==> src/sv/msps_pkg.sv <==
`timescale 1ns / 1ps
// ----------------------------------------------------------------------------
// msps_pkg
// Shared types and constants of the multiplexed servo pulse sequencer.
// ----------------------------------------------------------------------------
package msps_pkg;

  localparam int NUM_CHANNELS_DEF = 4;
  localparam int NUM_PINS         = 4;
  localparam int POS_W            = 8;
  localparam int TIME_W           = 16;
  localparam int CHAN_W           = 2;
  localparam int ADDR_W           = 3;
  localparam int DATA_W           = 32;

  localparam logic [TIME_W-1:0] MIN_PULSE_RST   = 16'd100;
  localparam logic [TIME_W-1:0] SLOT_LENGTH_RST = 16'd2000;

  // Item commands.
  localparam logic CMD_TICK = 1'b0;
  localparam logic CMD_LOAD = 1'b1;

  // Register index, taken from paddr[2].
  localparam logic REG_MIN_PULSE   = 1'b0;
  localparam logic REG_SLOT_LENGTH = 1'b1;

  typedef struct packed {
    logic                           command;
    logic [NUM_PINS-1:0][POS_W-1:0] position;
  } item_t;

  typedef struct packed {
    logic [TIME_W-1:0] min_pulse;
    logic [TIME_W-1:0] slot_length;
  } cfg_t;

  typedef struct packed {
    logic [NUM_PINS-1:0] pin_levels;
    logic [CHAN_W-1:0]   slot_channel;
    logic                slot_end;
  } result_t;

endpackage

==> src/sv/msps_seq.sv <==
`timescale 1ns / 1ps
// ----------------------------------------------------------------------------
// msps_seq
// Slot sequencer: holds the phase, channel, counters, positions and pins,
// and advances them by one item whenever step is high.
// ----------------------------------------------------------------------------
module msps_seq #(
  parameter int NUM_CHANNELS = msps_pkg::NUM_CHANNELS_DEF
) (
  input  logic              clk,
  input  logic              rst,
  input  logic              step,
  input  msps_pkg::item_t   item,
  input  msps_pkg::cfg_t    cfg,
  output msps_pkg::result_t result
);

  typedef enum logic [1:0] {
    PH_START  = 2'd0,
    PH_ON     = 2'd1,
    PH_OFF    = 2'd2,
    PH_UNUSED = 2'd3
  } phase_t;

  localparam logic [msps_pkg::CHAN_W-1:0] LAST_CHAN =
    msps_pkg::CHAN_W'(NUM_CHANNELS - 1);

  phase_t                                                   phase, phase_next;
  logic [msps_pkg::CHAN_W-1:0]                              channel, channel_next;
  logic [msps_pkg::TIME_W-1:0]                              on_count, on_count_next;
  logic [msps_pkg::TIME_W-1:0]                              off_count, off_count_next;
  logic [msps_pkg::NUM_PINS-1:0][msps_pkg::POS_W-1:0]       active, active_next;
  logic [msps_pkg::NUM_PINS-1:0][msps_pkg::POS_W-1:0]       pending, pending_next;
  logic [msps_pkg::NUM_PINS-1:0]                            pins, pins_next;
  logic                                                     slot_end;

  logic [msps_pkg::TIME_W:0]   on_sum;
  logic [msps_pkg::TIME_W-1:0] on_time;

  // On time of the current channel, capped at the slot length.
  assign on_sum  = {1'b0, cfg.min_pulse} +
                   {{(msps_pkg::TIME_W + 1 - msps_pkg::POS_W){1'b0}}, active[channel]};
  assign on_time = (on_sum > {1'b0, cfg.slot_length}) ? cfg.slot_length
                                                      : on_sum[msps_pkg::TIME_W-1:0];

  always_comb begin
    phase_next     = phase;
    channel_next   = channel;
    on_count_next  = on_count;
    off_count_next = off_count;
    active_next    = active;
    pending_next   = pending;
    pins_next      = pins;
    slot_end       = 1'b0;
    if (item.command == msps_pkg::CMD_LOAD) begin
      pending_next = item.position;
    end else begin
      unique case (phase)
        PH_START: begin
          pins_next[channel] = 1'b1;
          on_count_next      = on_time;
          off_count_next     = cfg.slot_length - on_time;
          phase_next         = PH_ON;
        end
        PH_ON: begin
          if (on_count <= msps_pkg::TIME_W'(1)) begin
            on_count_next      = '0;
            pins_next[channel] = 1'b0;
            phase_next         = PH_OFF;
          end else begin
            on_count_next = on_count - msps_pkg::TIME_W'(1);
          end
        end
        PH_OFF: begin
          if (off_count <= msps_pkg::TIME_W'(1)) begin
            off_count_next = '0;
            phase_next     = PH_START;
            channel_next   = (channel == LAST_CHAN) ? '0
                                                    : channel + msps_pkg::CHAN_W'(1);
            active_next    = pending;
            slot_end       = 1'b1;
          end else begin
            off_count_next = off_count - msps_pkg::TIME_W'(1);
          end
        end
        default: begin
          phase_next = PH_START;
        end
      endcase
    end
  end

  assign result.pin_levels   = pins_next;
  assign result.slot_channel = channel_next;
  assign result.slot_end     = slot_end;

  always_ff @(posedge clk) begin
    if (rst) begin
      phase     <= PH_START;
      channel   <= '0;
      on_count  <= '0;
      off_count <= '0;
      active    <= '0;
      pending   <= '0;
      pins      <= '0;
    end else if (step) begin
      phase     <= phase_next;
      channel   <= channel_next;
      on_count  <= on_count_next;
      off_count <= off_count_next;
      active    <= active_next;
      pending   <= pending_next;
      pins      <= pins_next;
    end
  end

endmodule

==> src/sv/multiplexed_servo_pulse_sequencer_core.sv <==
`timescale 1ns / 1ps
// ----------------------------------------------------------------------------
// multiplexed_servo_pulse_sequencer_core
// Time-slotted servo pulse sequencer with an input register, a one-pass
// step stage and a two-entry result buffer.
// ----------------------------------------------------------------------------
//  Channel  Handshake              Payload
//  input    in_valid / in_stall    command, position_a .. position_d
//  result   out_valid / out_stall  pin_levels, slot_channel, slot_end
//  config   APB psel / penable     paddr, pwdata, prdata (min_pulse, slot_length)
//
// One item per cycle while in_stall is low; a result is offered once its item
// has passed the input register and the step logic into the result register.
// The result register plus a skid register let the input keep flowing after
// out_stall rises; in_stall rises once the skid and the input register are full.
// Synchronous reset clears the sequencer state, positions and both buffers,
// and sets min_pulse to 100 and slot_length to 2000.
// ----------------------------------------------------------------------------
module multiplexed_servo_pulse_sequencer_core #(
  parameter int NUM_CHANNELS = msps_pkg::NUM_CHANNELS_DEF
) (
  input  logic                          clk,
  input  logic                          rst,
  input  logic                          in_valid,
  output logic                          in_stall,
  input  logic                          command,
  input  logic [msps_pkg::POS_W-1:0]    position_a,
  input  logic [msps_pkg::POS_W-1:0]    position_b,
  input  logic [msps_pkg::POS_W-1:0]    position_c,
  input  logic [msps_pkg::POS_W-1:0]    position_d,
  output logic                          out_valid,
  input  logic                          out_stall,
  output logic [msps_pkg::NUM_PINS-1:0] pin_levels,
  output logic [msps_pkg::CHAN_W-1:0]   slot_channel,
  output logic                          slot_end,
  input  logic                          psel,
  input  logic                          penable,
  input  logic                          pwrite,
  input  logic [msps_pkg::ADDR_W-1:0]   paddr,
  input  logic [msps_pkg::DATA_W-1:0]   pwdata,
  output logic [msps_pkg::DATA_W-1:0]   prdata,
  output logic                          pready
);

  msps_pkg::cfg_t    cfg;
  msps_pkg::item_t   in_item;
  msps_pkg::item_t   s1_item;
  msps_pkg::result_t step_result;
  msps_pkg::result_t skid;
  logic              s1_valid;
  logic              skid_valid;
  logic              in_take;
  logic              s1_adv;
  logic              out_free;
  logic              cfg_write;

  // Configuration registers.
  assign pready    = 1'b1;
  assign cfg_write = psel && penable && pwrite && pready;

  always_ff @(posedge clk) begin
    if (rst) begin
      cfg.min_pulse   <= msps_pkg::MIN_PULSE_RST;
      cfg.slot_length <= msps_pkg::SLOT_LENGTH_RST;
    end else if (cfg_write) begin
      unique case (paddr[2])
        msps_pkg::REG_MIN_PULSE:   cfg.min_pulse   <= pwdata[msps_pkg::TIME_W-1:0];
        msps_pkg::REG_SLOT_LENGTH: cfg.slot_length <= pwdata[msps_pkg::TIME_W-1:0];
        default: ;
      endcase
    end
  end

  always_comb begin
    unique case (paddr[2])
      msps_pkg::REG_MIN_PULSE:
        prdata = msps_pkg::DATA_W'(cfg.min_pulse);
      msps_pkg::REG_SLOT_LENGTH:
        prdata = msps_pkg::DATA_W'(cfg.slot_length);
      default:
        prdata = '0;
    endcase
  end

  // Input register.
  assign in_item.command     = command;
  assign in_item.position[0] = position_a;
  assign in_item.position[1] = position_b;
  assign in_item.position[2] = position_c;
  assign in_item.position[3] = position_d;

  assign in_stall = s1_valid && skid_valid;
  assign in_take  = in_valid && !in_stall;
  assign s1_adv   = s1_valid && !skid_valid;
  assign out_free = !out_valid || !out_stall;

  always_ff @(posedge clk) begin
    if (rst) begin
      s1_valid <= 1'b0;
    end else if (in_take) begin
      s1_valid <= 1'b1;
    end else if (s1_adv) begin
      s1_valid <= 1'b0;
    end
  end

  always_ff @(posedge clk) begin
    if (in_take) begin
      s1_item <= in_item;
    end
  end

  msps_seq #(
    .NUM_CHANNELS (NUM_CHANNELS)
  ) u_seq (
    .clk    (clk),
    .rst    (rst),
    .step   (s1_adv),
    .item   (s1_item),
    .cfg    (cfg),
    .result (step_result)
  );

  // Result register with a skid entry behind it.
  always_ff @(posedge clk) begin
    if (rst) begin
      out_valid  <= 1'b0;
      skid_valid <= 1'b0;
    end else if (out_free) begin
      if (skid_valid) begin
        out_valid  <= 1'b1;
        skid_valid <= 1'b0;
      end else begin
        out_valid <= s1_adv;
      end
    end else if (s1_adv) begin
      skid_valid <= 1'b1;
    end
  end

  always_ff @(posedge clk) begin
    if (out_free) begin
      if (skid_valid) begin
        {pin_levels, slot_channel, slot_end} <= skid;
      end else if (s1_adv) begin
        {pin_levels, slot_channel, slot_end} <= step_result;
      end
    end else if (s1_adv) begin
      skid <= step_result;
    end
  end

  // The skid entry is only ever filled behind a held result.
  a_skid_behind_out: assert property (@(posedge clk) disable iff (rst)
    skid_valid |-> out_valid)
    else $error("skid entry holds an item while the result register is empty");

  // At most the current channel's pin is high.
  a_one_pin: assert property (@(posedge clk) disable iff (rst)
    out_valid |-> $onehot0(pin_levels))
    else $error("more than one servo pin high");

  // A slot ends only after its pin has gone low.
  a_slot_end_pins_low: assert property (@(posedge clk) disable iff (rst)
    (out_valid && slot_end) |-> (pin_levels == '0))
    else $error("slot ended with a pin still high");

endmodule

==> config.mk <==
export PLATFORM = sky130hd
export DESIGN_NAME = multiplexed_servo_pulse_sequencer_core
export DESIGN_NICKNAME = d
export VERILOG_FILES = /design/src/sv/msps_pkg.sv /design/src/sv/msps_seq.sv /design/src/sv/multiplexed_servo_pulse_sequencer_core.sv
export SDC_FILE = /design/constraint.sdc
export NUM_CORES = 1
export LEC_CHECK = 0
export BUFFER_PORTS_ARGS = -buffer_cell sky130_fd_sc_hd__buf_2
export CAP_MARGIN = 20
export CELL_PAD_IN_SITES_DETAIL_PLACEMENT = 0
export CELL_PAD_IN_SITES_GLOBAL_PLACEMENT = 1
export CORE_ASPECT_RATIO = 1.5
export CORE_MARGIN = 2
export CORE_UTILIZATION = 47
export CTS_BUF_LIST = sky130_fd_sc_hd__clkbuf_2
export CTS_CLUSTER_DIAMETER = 60
export DETAILED_ROUTE_END_ITERATION = 8
export GPL_TIMING_DRIVEN = 0
export HOLD_SLACK_MARGIN = 0.12
export MAX_ROUTING_LAYER = met4
export PLACE_DENSITY = 0.84
export SYNTH_ARGS = -nofsm -noshare
export SYNTH_HDL_FRONTEND = slang
export SYNTH_HIERARCHICAL = 1
export SYNTH_SLANG_ARGS = --single-unit
==> constraint.sdc <==
create_clock -name clk -period 11.9 [get_ports clk]
set_clock_uncertainty 0.1 [all_clocks]
set_input_delay 1.785 -clock clk [delete_from_list [all_inputs] [get_ports clk]]
set_output_delay 1.785 -clock clk [all_outputs]
set_load 0.05 [all_outputs]
### Word-level counts from Yosys, hierarchy flattened

Index checks and enable logic that the tools add are counted.

| word-level totals | value |
|---|---|
| register bits | 186 |
| input bits | 75 |
| output and inout port bits | 42 |
| word-level logic and storage cells | 108 |

| cells by class | value |
|---|---|
| add/sub/neg operators | 5 |
| magnitude comparators | 5 |
| eq/ne operators | 5 |
| multiplexer cells | 32 |
| bitwise logic cells | 6 |
| reduce and logical (&&, ||, !) cells | 26 |

Operator list:

| cell | number |
|---|---|
| $pmux 16 s2 | 2 |
| $pmux 32 s2 | 1 |
| $mux 16 | 3 |
| $le 16x1->1 const B | 2 |
| $sub 16x1->16 const B | 2 |
| $add 16x8->17 | 1 |
| $gt 17x16->1 | 1 |
| $bmux 8 s2 | 1 |
| $mux 2 | 8 |
| $mux 4 | 4 |
| $sub 16x16->16 | 1 |
| $reduce_and 2->1 | 5 |
| $mux 1 | 9 |
| $mux 8 | 1 |
| $pmux 4 s2 | 1 |
| $reduce_and 4->1 | 2 |
| $reduce_bool 2->1 | 4 |
| $logic_and 1x1->1 | 6 |
| $pmux 2 s3 | 1 |
| $reduce_and 3->1 | 2 |
| $and 4x4->4 | 1 |
| $eq 2x2->1 const B | 2 |
| $logic_not 1->1 | 4 |
| $ne 2x1->1 const B | 2 |
| 11 further kinds | 13 |

### Depth between registers and ports, before layout

Gate-level depths: netlist (run 1).

| logic depth | value |
|---|---|
| word-level depth | 11 |
| gate-level depth with buffers | 29 |
| depth with buffers taken out | 27 |

### By module

The synthesis (run 1) kept the hierarchy.

Modules (own cells, without submodules):

| module | times used | cells each | area an instance (um^2) | seq. area each (um^2) |
|---|---|---|---|---|
| msps_seq | 1 | 980 | 7164.4 | 2082.0 |
| multiplexed_servo_pulse_sequencer_core | 1 | 238 | 3314.4 | 2112.0 |

### Worst setup path after synthesis (run 1)

OpenSTA, ideal clock, no wires.

| path | value |
|---|---|
| path kind | reg-to-reg |
| start | register u_seq/channel[1] (netlist name) |
| end | register u_seq/off_count[14] (netlist name) |
| library setup time | 0.129 ns |
| arrival | 6.799 ns |
| setup slack | 4.872 ns |
| stages on the path, launching flop included | 30 |
| path buffers | 2 |
| period minus slack after synthesis | 7.028 ns |
| path through | dfxtp_1 -> clkbuf_1 -> mux4_2 -> ha_1 -> fa_1 -> a211oi_2 -> o311ai_1 -> nand3_1 -> xor2_1 -> inv_1 -> ha_1 -> a211o_1 -> o211ai_1 -> a21oi_1 -> o31ai_1 -> nand2_1 -> clkbuf_1 -> o21ai_0 -> ha_1 -> fa_1 -> nor2b_1 -> o21ai_0 -> a31oi_1 -> maj3_1 -> maj3_1 -> nand3_1 -> a211oi_1 -> a2111oi_2 -> xor2_1 -> o22ai_1 |

| between the ends | value |
|---|---|
| longest elaborated chain between the ends | 7 |

Ends and longest elaborated chain:

| item | line | source |
|---|---|---|
| start, declared | msps_seq.sv:29 | `logic [msps_pkg::CHAN_W-1:0] channel, channel_next;` |
| start signal, assigned | msps_seq.sv:108 | `channel <= channel_next;` |
| $bmux 8 s2 * | msps_seq.sv:42 | `{{(msps_pkg::TIME_W + 1 - msps_pkg::POS_W){1'b0}}, active[channel]};` |
| $mux 8 (not written as such) * | msps_seq.sv:42 |  |
| $add 16x8->17 * | msps_seq.sv:41 | `assign on_sum = {1'b0, cfg.min_pulse} +` |
| $gt 17x16->1 | msps_seq.sv:43 | `assign on_time = (on_sum > {1'b0, cfg.slot_length}) ? cfg.slot_length` |
| $mux 16 * | msps_seq.sv:43 |  |
| $sub 16x16->16 * | msps_seq.sv:62 | `off_count_next = cfg.slot_length - on_time;` |
| $pmux 16 s2 * | msps_seq.sv:58 | `unique case (phase)` |
| end signal, assigned | msps_seq.sv:110 | `off_count <= off_count_next;` |
| end, declared | msps_seq.sv:31 | `logic [msps_pkg::TIME_W-1:0] off_count, off_count_next;` |

Mark *: on every way between the ends. The rest lies on a longest branch, timed or not. The select of a mux whose other input is x is not followed.
A chain may end at the register's enable or synchronous reset.

### Worst setup path in the final report (run 1)

Same ends and word-level chain as after synthesis.

==> results of run 1 <==
[final timing paths]
kind / from / to / slack, ns / depth (start not counted)
worst min register to register: u_seq/pending[9] / u_seq/active[9] / 0.33 / 2
worst max register to register: u_seq/channel[1] / u_seq/off_count[14] / 3.08 / 29
worst min-delay path: u_seq/pending[9] / u_seq/active[9] / 0.33 / 2
worst max-delay path: u_seq/channel[1] / u_seq/off_count[14] / 3.08 / 29
[layer usage]
layer / GRT usage (%) / up-vias / wire length (um)
li1: - / 4515 / -
met1: 25.2 / 4226 / 10700
met2: 43.2 / 204 / 14600
met3: 3.46 / 76 / 950
met4: 15.1 / 0 / 1730
met5: - / - / 0
[flip-flops by register name, summed over array words and instances, names as in the netlist]
signal           cells
slot_end             1
cfg                 32
u_seq/phase          2
skid_valid           1
u_seq/off_count     16
pin_levels           4
u_seq/on_count      16
u_seq/active        32
u_seq/pending       32
slot_channel         2
u_seq/channel        2
skid                 7
s1_item             33
u_seq/pins           4
out_valid            1
s1_valid             1
[where the power goes]
group / switching, mW / total, mW / internal, mW
clock network: 0.225 / 0.347 / 0.122
logic: 0.160 / 0.246 / 0.0866
registers: 0.0159 / 0.687 / 0.671
total: 0.401 / 1.28 / 0.880
[cell type report]
type | count | share of cell area (%)
timing repair buffer | 80 | 3.47
clock buffer | 19 | 0.823
clock inverter | 13 | 1.46
inverter | 42 | 1.36
buffer | 86 | 3.79
sequential | 186 | 36.3
antenna | 1 | 0.0217
tap | 272 | 2.95
multi-input combinational | 919 | 49.8
[kinds of logic (layout without fill, tap and decap cells)]
logic type,Yosys count,in the layout
buffers and inverters,128,240
xor gates and xnor gates,29,29
adders and majority gates,46,46
AOI/OAI and AO/OA,295,295
and+or+nand+nor,462,462
muxes,70,70
DFF,186,186
other,2,18
[per-stage QoR]
step           cells  power (mW)  hold slack, ns
3_5_place_dp    1585       0.943           0.341
2_1_floorplan   1233       0.875           0.332
3_3_place_gp    1585       0.941           0.342
5_1_grt         1618        1.34           0.329
4_1_cts         1617        1.29           0.342
6_report        1618        1.28           0.327
[tightest hold or removal path: stages (launching register included)]
cell and delay (ns):
dfxtp_1 0.36, nand2_1 0.06, a21oi_1 0.05
[synth_stat cells, drive strengths merged, types with 4 or more instances]
master,count,area share (%)
a211oi,17,1.4
a21o,5,0.36
a21oi,116,5.6
a22o,4,0.33
a22oi,12,0.86
a31oi,8,0.48
and2,8,0.48
and3,5,0.30
buf,32,2.2
clkbuf,54,1.9
dfxtp,139,27
edfxtp,47,13
ha,38,4.5
inv,42,1.5
maj3,6,0.57
mux2,25,2.7
mux2i,37,3.5
mux4,8,1.7
nand2,186,6.7
nand2b,47,2.8
nand3,23,1.1
nand4,4,0.30
nor2,106,3.8
nor2b,12,0.72
nor3,28,1.3
nor3b,5,0.47
nor4,14,0.84
o2111ai,4,0.33
o211ai,7,0.50
o21a,4,0.29
o21ai,69,3.3
o221ai,4,0.33
o22ai,10,0.60
o32ai,5,0.42
or2,5,0.30
or3,5,0.30
xnor2,22,1.9
xor2,5,0.42
==> metrics.md, run 1 <==
| Metric | Value |
|---|---|
| Outcome | finished clean |
| GP Congestion | around 0.91 |
| Commonest non-fill, non-tap cell in the layout | nand2_1 |
| Worst VDD drop | approximately 0.14 mV |
| Die Ht | approximately 190 um |
| Most frequent cells in the layout | nand2_1, dfxtp_1, a21oi_1 |
| Slew @ Worst Pin | about 0.83 ns |
| Area grow syn2layout | 10.2% |
| Synth Area in Simple Gates | approximately a fifth |
| DRC errors left | 0 |
| Final period utilization | about three quarters |
| FP Rows | 66 |
| Fillers | about 2200 |
| Critical Path Sink Type | flop |
| Port bufs | 80 |
| P_leak | roughly 4.5 nW |
| RSZ-0062 raised after global routing | false |
| Synth Area in Compound Gates | between 10% and 20% |
| Vias per cell | 5.58 |
| Largest family of logic cells by synthesized area | simple AND/OR/NAND/NOR gates |
| Power per Cell Area | between 100 and 150 nW/um^2 |
| Global-route wire length before repair | approximately 44000 um |
| Max incr delay on CP | 0.66 ns |
| Tot GR Track Use | about a quarter |
| Dpl ws | roughly 3.2 ns |
| Final min period | between 8 and 9 ns |
| Clock sink count | around 190 |
| Ports | 117 |
| Max-cap check violation count | 0 |
| Worst-skew pair later-pin latency | 0.80 ns |
| Pre-antenna DRT Iters | 5 |
| Ratio of cells with drive above 1 in the final layout | ~14% |
| Asr flop ratio synth | 0% |
| TritonCTS clock tree | done |
| Grt ovf | 0 |
| Die Area | around 24000 um^2 |
| Starting DRC count in detailed routing | between 500 and 600 |
| Hold bufs inserted after CTS | 0 |
| Number of slew-limit violations in the final report | 0 |
| Final Instance Area | about 12000 um^2 |
| Post-route worst setup slack | around 3 ns |
| Slowest CP cell | o21ai_0 |
| Number of library cell types mapped by synthesis | 80 |
| Highest clock rate | ~110 MHz |
| Hpwl dp | between 20000 and 25000 um |
| Synth Register Bits | 186 |
| Post-Synth XOR/XNOR Area | 2.76% |
| # H-tree levels | 4 |
| Most used cell, CP | ha_1 |
| Final setup viols | 0 |
| Mapped Avg Cell Area | around 8.6 um^2 |
| Worst Setup Start Kind | flop |
| Critical path type | reg -> reg |
| Core area | around 22000 um^2 |
| Dpl cell area | approximately 11000 um^2 |
| Setup bufs post-CTS | 0 |
| Largest net degree at the start of global routing | 34 |
| Clock buffer depth | 2 |
| Final-report hold violation count | 0 |
| CTS Root Cell | clkbuf_2 |
| Worst Path Required | approximately 12 ns |
| Utilization after layout | between 50% and 60% |
| Initial core utilization | between 40% and 50% |
| Post-CTS Resized | 0 |
| Max-slew headroom | a little over two fifths |
| Register area | approximately 4200 um^2 |
| Via count | 9021 |
| Worst-path clk slew | between 0.2 and 0.3 ns |
| Final setup TNS | 0 ns |
| Post-Synth Adder-Cell Area | 5.49% |
| Number of synthesized flops with an enable pin | between 40 and 50 |
| Vias in the first global route | 8741 |
| Chip width | 126 um |
| Mapped Area | approximately 10000 um^2 |
| Cell family with most CP delay | compound AO/OA/AOI/OAI gates |
| Crit path max fanout | 10 |
| Area taken by multi-input logic gates | around 5800 um^2 |
| Worst path bufs/invs | 3 |
| Initial antenna violation count | 1 |
| Post-Syn Instances | between 1000 and 1500 |
| Prevailing post-synth register cell | dfxtp_1 |
| Mux contribution to synthesized area | about 8% |
| DRT antenna net count | 0 |
| CTS buffer count | 17 |
| Ys Warns | 6 |
| # nets final | approximately 1400 |
| WL/cell | 17.2 um |
| Worst hold path type | reg -> reg |
| Sequential area share after synthesis | between 40% and 50% |
| Post-Route WL | about 28000 um |
| Crit path DAT | ~9.4 ns |
No activity file was read; power rests on OpenSTA's default activity.
==> inputs of run 2 (changes only) <==
- ABC_AREA: default -> 1
- CORE_UTILIZATION: 47 -> 40
- PLACE_DENSITY: 0.84 -> 0.79
- clock period: 11.9 -> 7.4 ns (I/O delays scaled with it)
==> run 2 against run 1 <==
Effect of this change:
- worst setup slack lost 2.4 ns
- critical path type unchanged
- wire length rose by 2.4%
- synthesized cell count grew 17%
- clock power grew 49%
- maximum frequency up 32%
- hold slack better by 0.024 ns
- power is 74% higher
- final cell count grew 17%
- register-to-register slack worse by 2.4 ns
==> metrics.md, run 2 <==
| Metric | Value |
|---|---|
| Hpwl dp | 22900 um |
| WL/cell | 15.1 um |
| Fillers | roughly 2700 |
| Slew @ Worst Pin | 0.894 ns |
| Post-Route WL | 28600 um |
| Commonest cells in the netlist | nand2_1, nor2_1, inv_1 |
| Most used cell, CP | nand2_1 |
| Die Area | about 27000 um^2 |
| Worst-skew pair later-pin latency | ~0.8 ns |
| DRC errors left | 0 |
| CTS buffer count | 17 |
| Reg2Reg Setup Slack | between 0.6 and 0.7 ns |
| Final period utilization | 90.6% |
| RSZ-0062 raised after global routing | false |
| DRT antenna net count | 0 |
| Final setup TNS | 0 ns |
| Post-Syn Instances | around 1400 |
| Via count | ~9400 |
| # H-tree levels | 4 |
| Largest net degree at the start of global routing | 34 |
| Initial core utilization | 40.4% |
| Tot GR Track Use | between 20% and 30% |
| Worst Setup Start Kind | flop |
| Vias in the first global route | 9001 |
| GP Congestion | around 0.91 |
| Final Instance Area | between 10000 and 15000 um^2 |
| Asr flop ratio synth | 0% |
| Initial antenna violation count | 1 |
| Worst reg2reg path endpoint | u_seq/off_count[12] |
| Top cell type's share of synthesized area | 26.9% |
| Number of library cell types mapped by synthesis | 48 |
| Prevailing post-synth register cell | dfxtp_1 |
| Leading area contributor after synthesis | dfxtp_1 |
| Core area | ~26000 um^2 |
| Synth top area cells | dfxtp_1, edfxtp_1, nand2_1, o21ai_0, nor2_1 |
| Slowest CP cell | fa_1 |
| Largest family of logic cells by synthesized area | simple AND/OR/NAND/NOR gates |
| Die Ht | roughly 200 um |
| R2R depth | 37 |
| Sequential area share after synthesis | just over 40% |
| Highest clock rate | approximately 150 MHz |
| Area taken by multi-input logic gates | approximately 5200 um^2 |
| Vias per cell | 4.97 |
| Commonest non-fill, non-tap cell in the layout | nand2_1 |
| Dpl ws | approximately 0.44 ns |
| Worst VDD drop | 0.166 mV |
| Largest Register | s1_item |
| Clock sink count | approximately 190 |
| Pre-antenna DRT Iters | 5 |
| Overall power | 2.23 mW |
| Final-report hold violation count | 0 |
| Number of synthesized flops with an enable pin | 47 |
| Ratio of cells with drive above 1 in the final layout | between 10% and 20% |
| RR Startpoint | u_seq/channel[0] |
| Outcome | finished clean |
| Max incr delay on CP | ~0.44 ns |
| Synth Area in Compound Gates | between 10 and 15% |
| Power per Cell Area | 194 nW/um^2 |
| Port bufs | 81 |
| P_leak | between 5 and 6 nW |
| Mux contribution to synthesized area | 0% |
| CTS Root Cell | clkbuf_2 |
| Worst hold path type | reg -> reg |
| Synth Area in Simple Gates | 26.2% |
| Critical path type | reg -> reg |
| Worst Path Required | a little over 8 ns |
| Crit path DAT | 7.38 ns |
| Max-slew headroom | ~40% |
| Post-Synth XOR/XNOR Area | just over 3% |
| Mapped Area | a little over 10000 um^2 |
| Worst-path clk slew | 0.32 ns |
| Max FFs per register | 33 |
| Clock buffer depth | 2 |
| Worst setup path endpoint | u_seq/off_count[12] |
| Grt ovf | 0 |
| Hold bufs inserted after CTS | 0 |
| Mapped Avg Cell Area | just over 7 um^2 |
| Most frequent cells in the layout | nand2_1, nor2_1, inv_1 |
| Final min period | 6.70 ns |
| Final setup viols | 0 |
| TritonCTS clock tree | done |
| Most common cell in the netlist | nand2_1 |
| Critical Path Sink Type | flop |
| Number of slew-limit violations in the final report | 0 |
| Post-Synth Adder-Cell Area | 4.99% |
| Post-route worst setup slack | approximately 0.7 ns |
| # nets final | approximately 1700 |
| Chip width | 135 um |
| Max-cap check violation count | 0 |
| FP Rows | 72 |
| Crit path max fanout | 11 |
| Starting DRC count in detailed routing | roughly 430 |
| Dpl cell area | 11200 um^2 |
| Synth Register Bits | 186 |
| Crit path from | u_seq/channel[0] |
| Area grow syn2layout | 10.9% |
| Ys Warns | 6 |
| Register area | 4190 um^2 |
| Global-route wire length before repair | roughly 44000 um |
| Ports | 117 |
[run 2: layer usage]
layer  GRT usage [%]  part of all wire [%]  vias to the layer above
met5               -                     0                        -
met1            21.4                    38                     4283
met2            40.3                    54                      197
li1                -                     -                     4858
met3            3.23                   2.8                       64
met4            11.2                   5.0                        0
[run 2: what timing repair did]
| item | in CTS | in global routing |
|---|---|---|
| buffers inserted | 0 | 0 |
| gates resized for setup | 0 | 4 |
| endpoints found under the setup margin | 0 | 5 |
[run 2: layout make-up]
cell class | instances | share of cell area (%)
clock inverter | 15 | 1.33
tap | 333 | 3.63
sequential | 186 | 36.6
clock buffer | 17 | 0.742
antenna | 1 | 0.0218
inverter | 172 | 5.63
buffer | 74 | 3.55
multi-input combinational | 1011 | 45.0
timing repair buffer | 81 | 3.54
[run 2: logic make-up after synthesis]
kind of cell / count (synthesis)
other: 2
AOI/OAI and AO/OA: 294
DFF: 186
and+or+nand+nor: 625
buffers and inverters: 246
xor gates and xnor gates: 35
adders and majority gates: 40
[run 2: per-stage QoR]
stage,std cells,hold slack [ns],util (%)
3_5_place_dp,1857,0.346,43.9
6_report,1890,0.351,44.8
4_1_cts,1889,0.261,44.8
3_3_place_gp,1857,0.341,43.8
5_1_grt,1890,0.257,44.8
2_1_floorplan,1443,0.330,-
[run 2: how the worst min path moves through the flow]
stage                     start          endpoint  depth (start not counted)
2_1_floorplan  u_seq/pending[0]   u_seq/active[0]                          2
3_3_place_gp   u_seq/pending[3]  u_seq/pending[3]                          2
3_5_place_dp   u_seq/pending[2]   u_seq/active[2]                          2
4_1_cts           position_b[7]       s1_item[15]                          1
5_1_grt           position_c[4]       s1_item[20]                          1
6_report       u_seq/pending[5]   u_seq/active[5]                          2
[run 2: where the power goes]
group	leakage, nW	total (mW)	internal [mW]	switching, mW
clock	0.144	0.516	0.110	0.406
sequential	1.59	1.12	1.09	0.0306
combinational	3.69	0.591	0.193	0.398
total	5.42	2.23	1.39	0.835
[run 2: worst max-delay path: cells and delay by family (launching register included)]
family,cells,cell delay (ns)
XOR/XNOR,1,0.21
buffers and inverters,8,1.30
flip-flops,1,0.39
adder cells (fa/ha/maj),4,1.19
AND/OR/NAND/NOR,18,2.52
AO/OA/AOI/OAI,6,1.00
==> inputs of run 3 (changes only) <==
- CORE_UTILIZATION: 40 -> 25
- PLACE_DENSITY: 0.79 -> 0.53
- SLEW_MARGIN: default -> 20
==> run 3 against run 2 <==
Effect of this change:
- first-iteration DRC count down 1.4%
- sequential share of layout area decreased by 1.1 points
- core utilization shrank 16 points
- register-to-register slack worse by 0.02 ns
- count of clock-buffer cells in the layout stayed put
- critical path depth decreased by 1
- combinational power rose by 3%
- global-route usage decreased by 5.3 points
- final cell count increased by 9.9%
- power is 3.6% higher
- die area rose by 58%
==> metrics.md, run 3 (same netlist as run 2, synthesis figures left out) <==
| Metric | Value |
|---|---|
| CTS Root Cell | clkbuf_2 |
| DRC errors left | 0 |
| Final-report hold violation count | 0 |
| Grt ovf | 0 |
| Commonest non-fill, non-tap cell in the layout | nand2_1 |
| Final setup TNS | 0 ns |
| Starting DRC count in detailed routing | around 430 |
| RR Startpoint | u_seq/channel[0] |
| Outcome | finished clean |
| Slowest CP cell | fa_1 |
| Hpwl dp | about 27000 um |
| CTS buffer count | 17 |
| Most used cell, CP | nand2_1 |
| Global-route wire length before repair | 51800 um |
| P_leak | 5.49 nW |
| Hold Path Depth | 1 |
| Crit path DAT | between 7 and 8 ns |
| Max FFs per register | 33 |
| Overall power | ~2.3 mW |
| Highest clock rate | ~150 MHz |
| Final min period | 6.73 ns |
| Ports | between 100 and 150 |
| Largest Register | s1_item |
| GP Congestion | 0.867 |
| Dpl cell area | 11500 um^2 |
| Reg2Reg Setup Slack | approximately 0.67 ns |
| Number of slew-limit violations in the final report | 0 |
| Ratio of cells with drive above 1 in the final layout | around an eighth |
| Post-Route WL | roughly 33000 um |
| Worst hold path type | in -> reg |
| Setup bufs post-CTS | 0 |
| Worst path bufs/invs | 8 |
| Max-slew headroom | 38.3% |
| Worst Setup Start Kind | flop |
| Pre-antenna DRT Iters | 4 |
| Critical path type | reg -> reg |
| DRT antenna net count | 0 |
| Clock buffer depth | 2 |
| Vias in the first global route | between 9000 and 10000 |
| Worst Hold Launch | position_d[6] |
| R2R depth | 36 |
| Power per Cell Area | between 150 and 200 nW/um^2 |
| RSZ-0062 raised after global routing | false |
| Crit path max fanout | 11 |
| Die Area | 43000 um^2 |
| # nets final | roughly 1700 |
| Chip width | 170 um |
| Largest net degree at the start of global routing | 29 |
| Die Ht | between 200 and 300 um |
| Area grow syn2layout | 14.5% |
| Tot GR Track Use | 16.4% |
| Max incr delay on CP | between 0.4 and 0.5 ns |
| Worst VDD drop | about 0.12 mV |
| Final std cells w/o fill | 2078 |
| Most frequent cells in the layout | nand2_1, nor2_1, inv_1 |
| FP Rows | slightly above 90 |
| Vias per cell | 4.46 |
| # H-tree levels | 4 |
| WL/cell | ~16 um |
| Final setup viols | 0 |
| TritonCTS clock tree | done |
| Worst Path Required | 8.13 ns |
| Initial antenna violation count | 1 |
| Critical Path Sink Type | flop |
| Final period utilization | 90.9% |
| Via count | 9277 |
| Worst-path clk slew | 0.35 ns |
| Fillers | 4609 |
| Max-cap check violation count | 0 |
| Worst reg2reg path endpoint | u_seq/off_count[10] |
| Hold EP | s1_item[30] |
| Final Instance Area | 11800 um^2 |
| Initial core utilization | between 20% and 30% |
| Clock sink count | roughly 190 |
| Cell family with most CP delay | simple AND/OR/NAND/NOR gates |
| Placed cell count | a little over 2000 |
| Core area | approximately 40000 um^2 |
| Slew @ Worst Pin | between 0.9 and 1 ns |
| Port bufs | 81 |
| Worst-skew pair later-pin latency | roughly 0.88 ns |
| WHS | between 0.2 and 0.3 ns |
[run 3: cell count changes in the layout (fill, tap and decap cells not counted), moves of 2 or more]
cell,previous run,this run
clkinv_8,3,5
inv_8,3,5
clkbuf_1,38,36
dlygate4sd3_1,0,7
inv_6,4,2
diode_2,1,3
clkinv_2,2,0
[run 3: worst max-delay path by stage]
| stage | startpoint | to | cells after the start | slack [ns] |
|---|---|---|---|---|
| after floorplan | u_seq/channel[0] | u_seq/off_count[10] | 38 | 1.87 |
| after global placement | u_seq/channel[0] | u_seq/off_count[14] | 38 | 0.43 |
| after detailed placement | u_seq/channel[0] | u_seq/off_count[12] | 37 | 0.31 |
| after CTS | u_seq/channel[0] | u_seq/off_count[10] | 37 | 0.25 |
| after global routing | u_seq/channel[0] | u_seq/off_count[14] | 36 | 0.07 |
| final | u_seq/channel[0] | u_seq/off_count[10] | 36 | 0.67 |
[run 3: layer usage]
layer	up-vias	GRT usage, %	wire [um]
li1	4873	-	-
met1	4209	16.9	13100
met2	148	30.8	18100
met3	47	1.88	646
met4	0	7.72	1360
met5	-	-	0
[run 3: per-stage QoR]
step | util [%] | setup slack (ns)
detailed placement | 28.0 | 0.307
floorplan | - | 1.87
global route | 28.9 | 0.0660
CTS | 28.6 | 0.251
global placement | 27.9 | 0.433
finish | 28.9 | 0.675
[run 3: what timing repair did]
action,4_1_cts,5_1_grt
hold buffers,0,7
endpoints found under the hold margin,0,7
resized for setup,0,11
endpoints found under the setup margin,0,5
[run 3: where the power goes]
group | total, mW | internal, mW | switching [mW]
combinational | 0.609 | 0.197 | 0.411
clock | 0.576 | 0.125 | 0.451
sequential | 1.12 | 1.09 | 0.0317
[run 3: layout make-up]
| class | count | area (um^2) | share of cell area (%) |
|---|---|---|---|
| flip-flops and latches | 186 | 4190 | 35.4 |
| clock buffers | 17 | 85.1 | 0.719 |
| clock inverters | 15 | 186 | 1.58 |
| repair buffers | 90 | 500 | 4.23 |
| inverters | 172 | 649 | 5.49 |
| diodes | 3 | 7.51 | 0.0634 |
| multi-input cells | 1011 | 5160 | 43.6 |
| plain buffers | 73 | 407 | 3.44 |
| well taps | 511 | 639 | 5.40 |
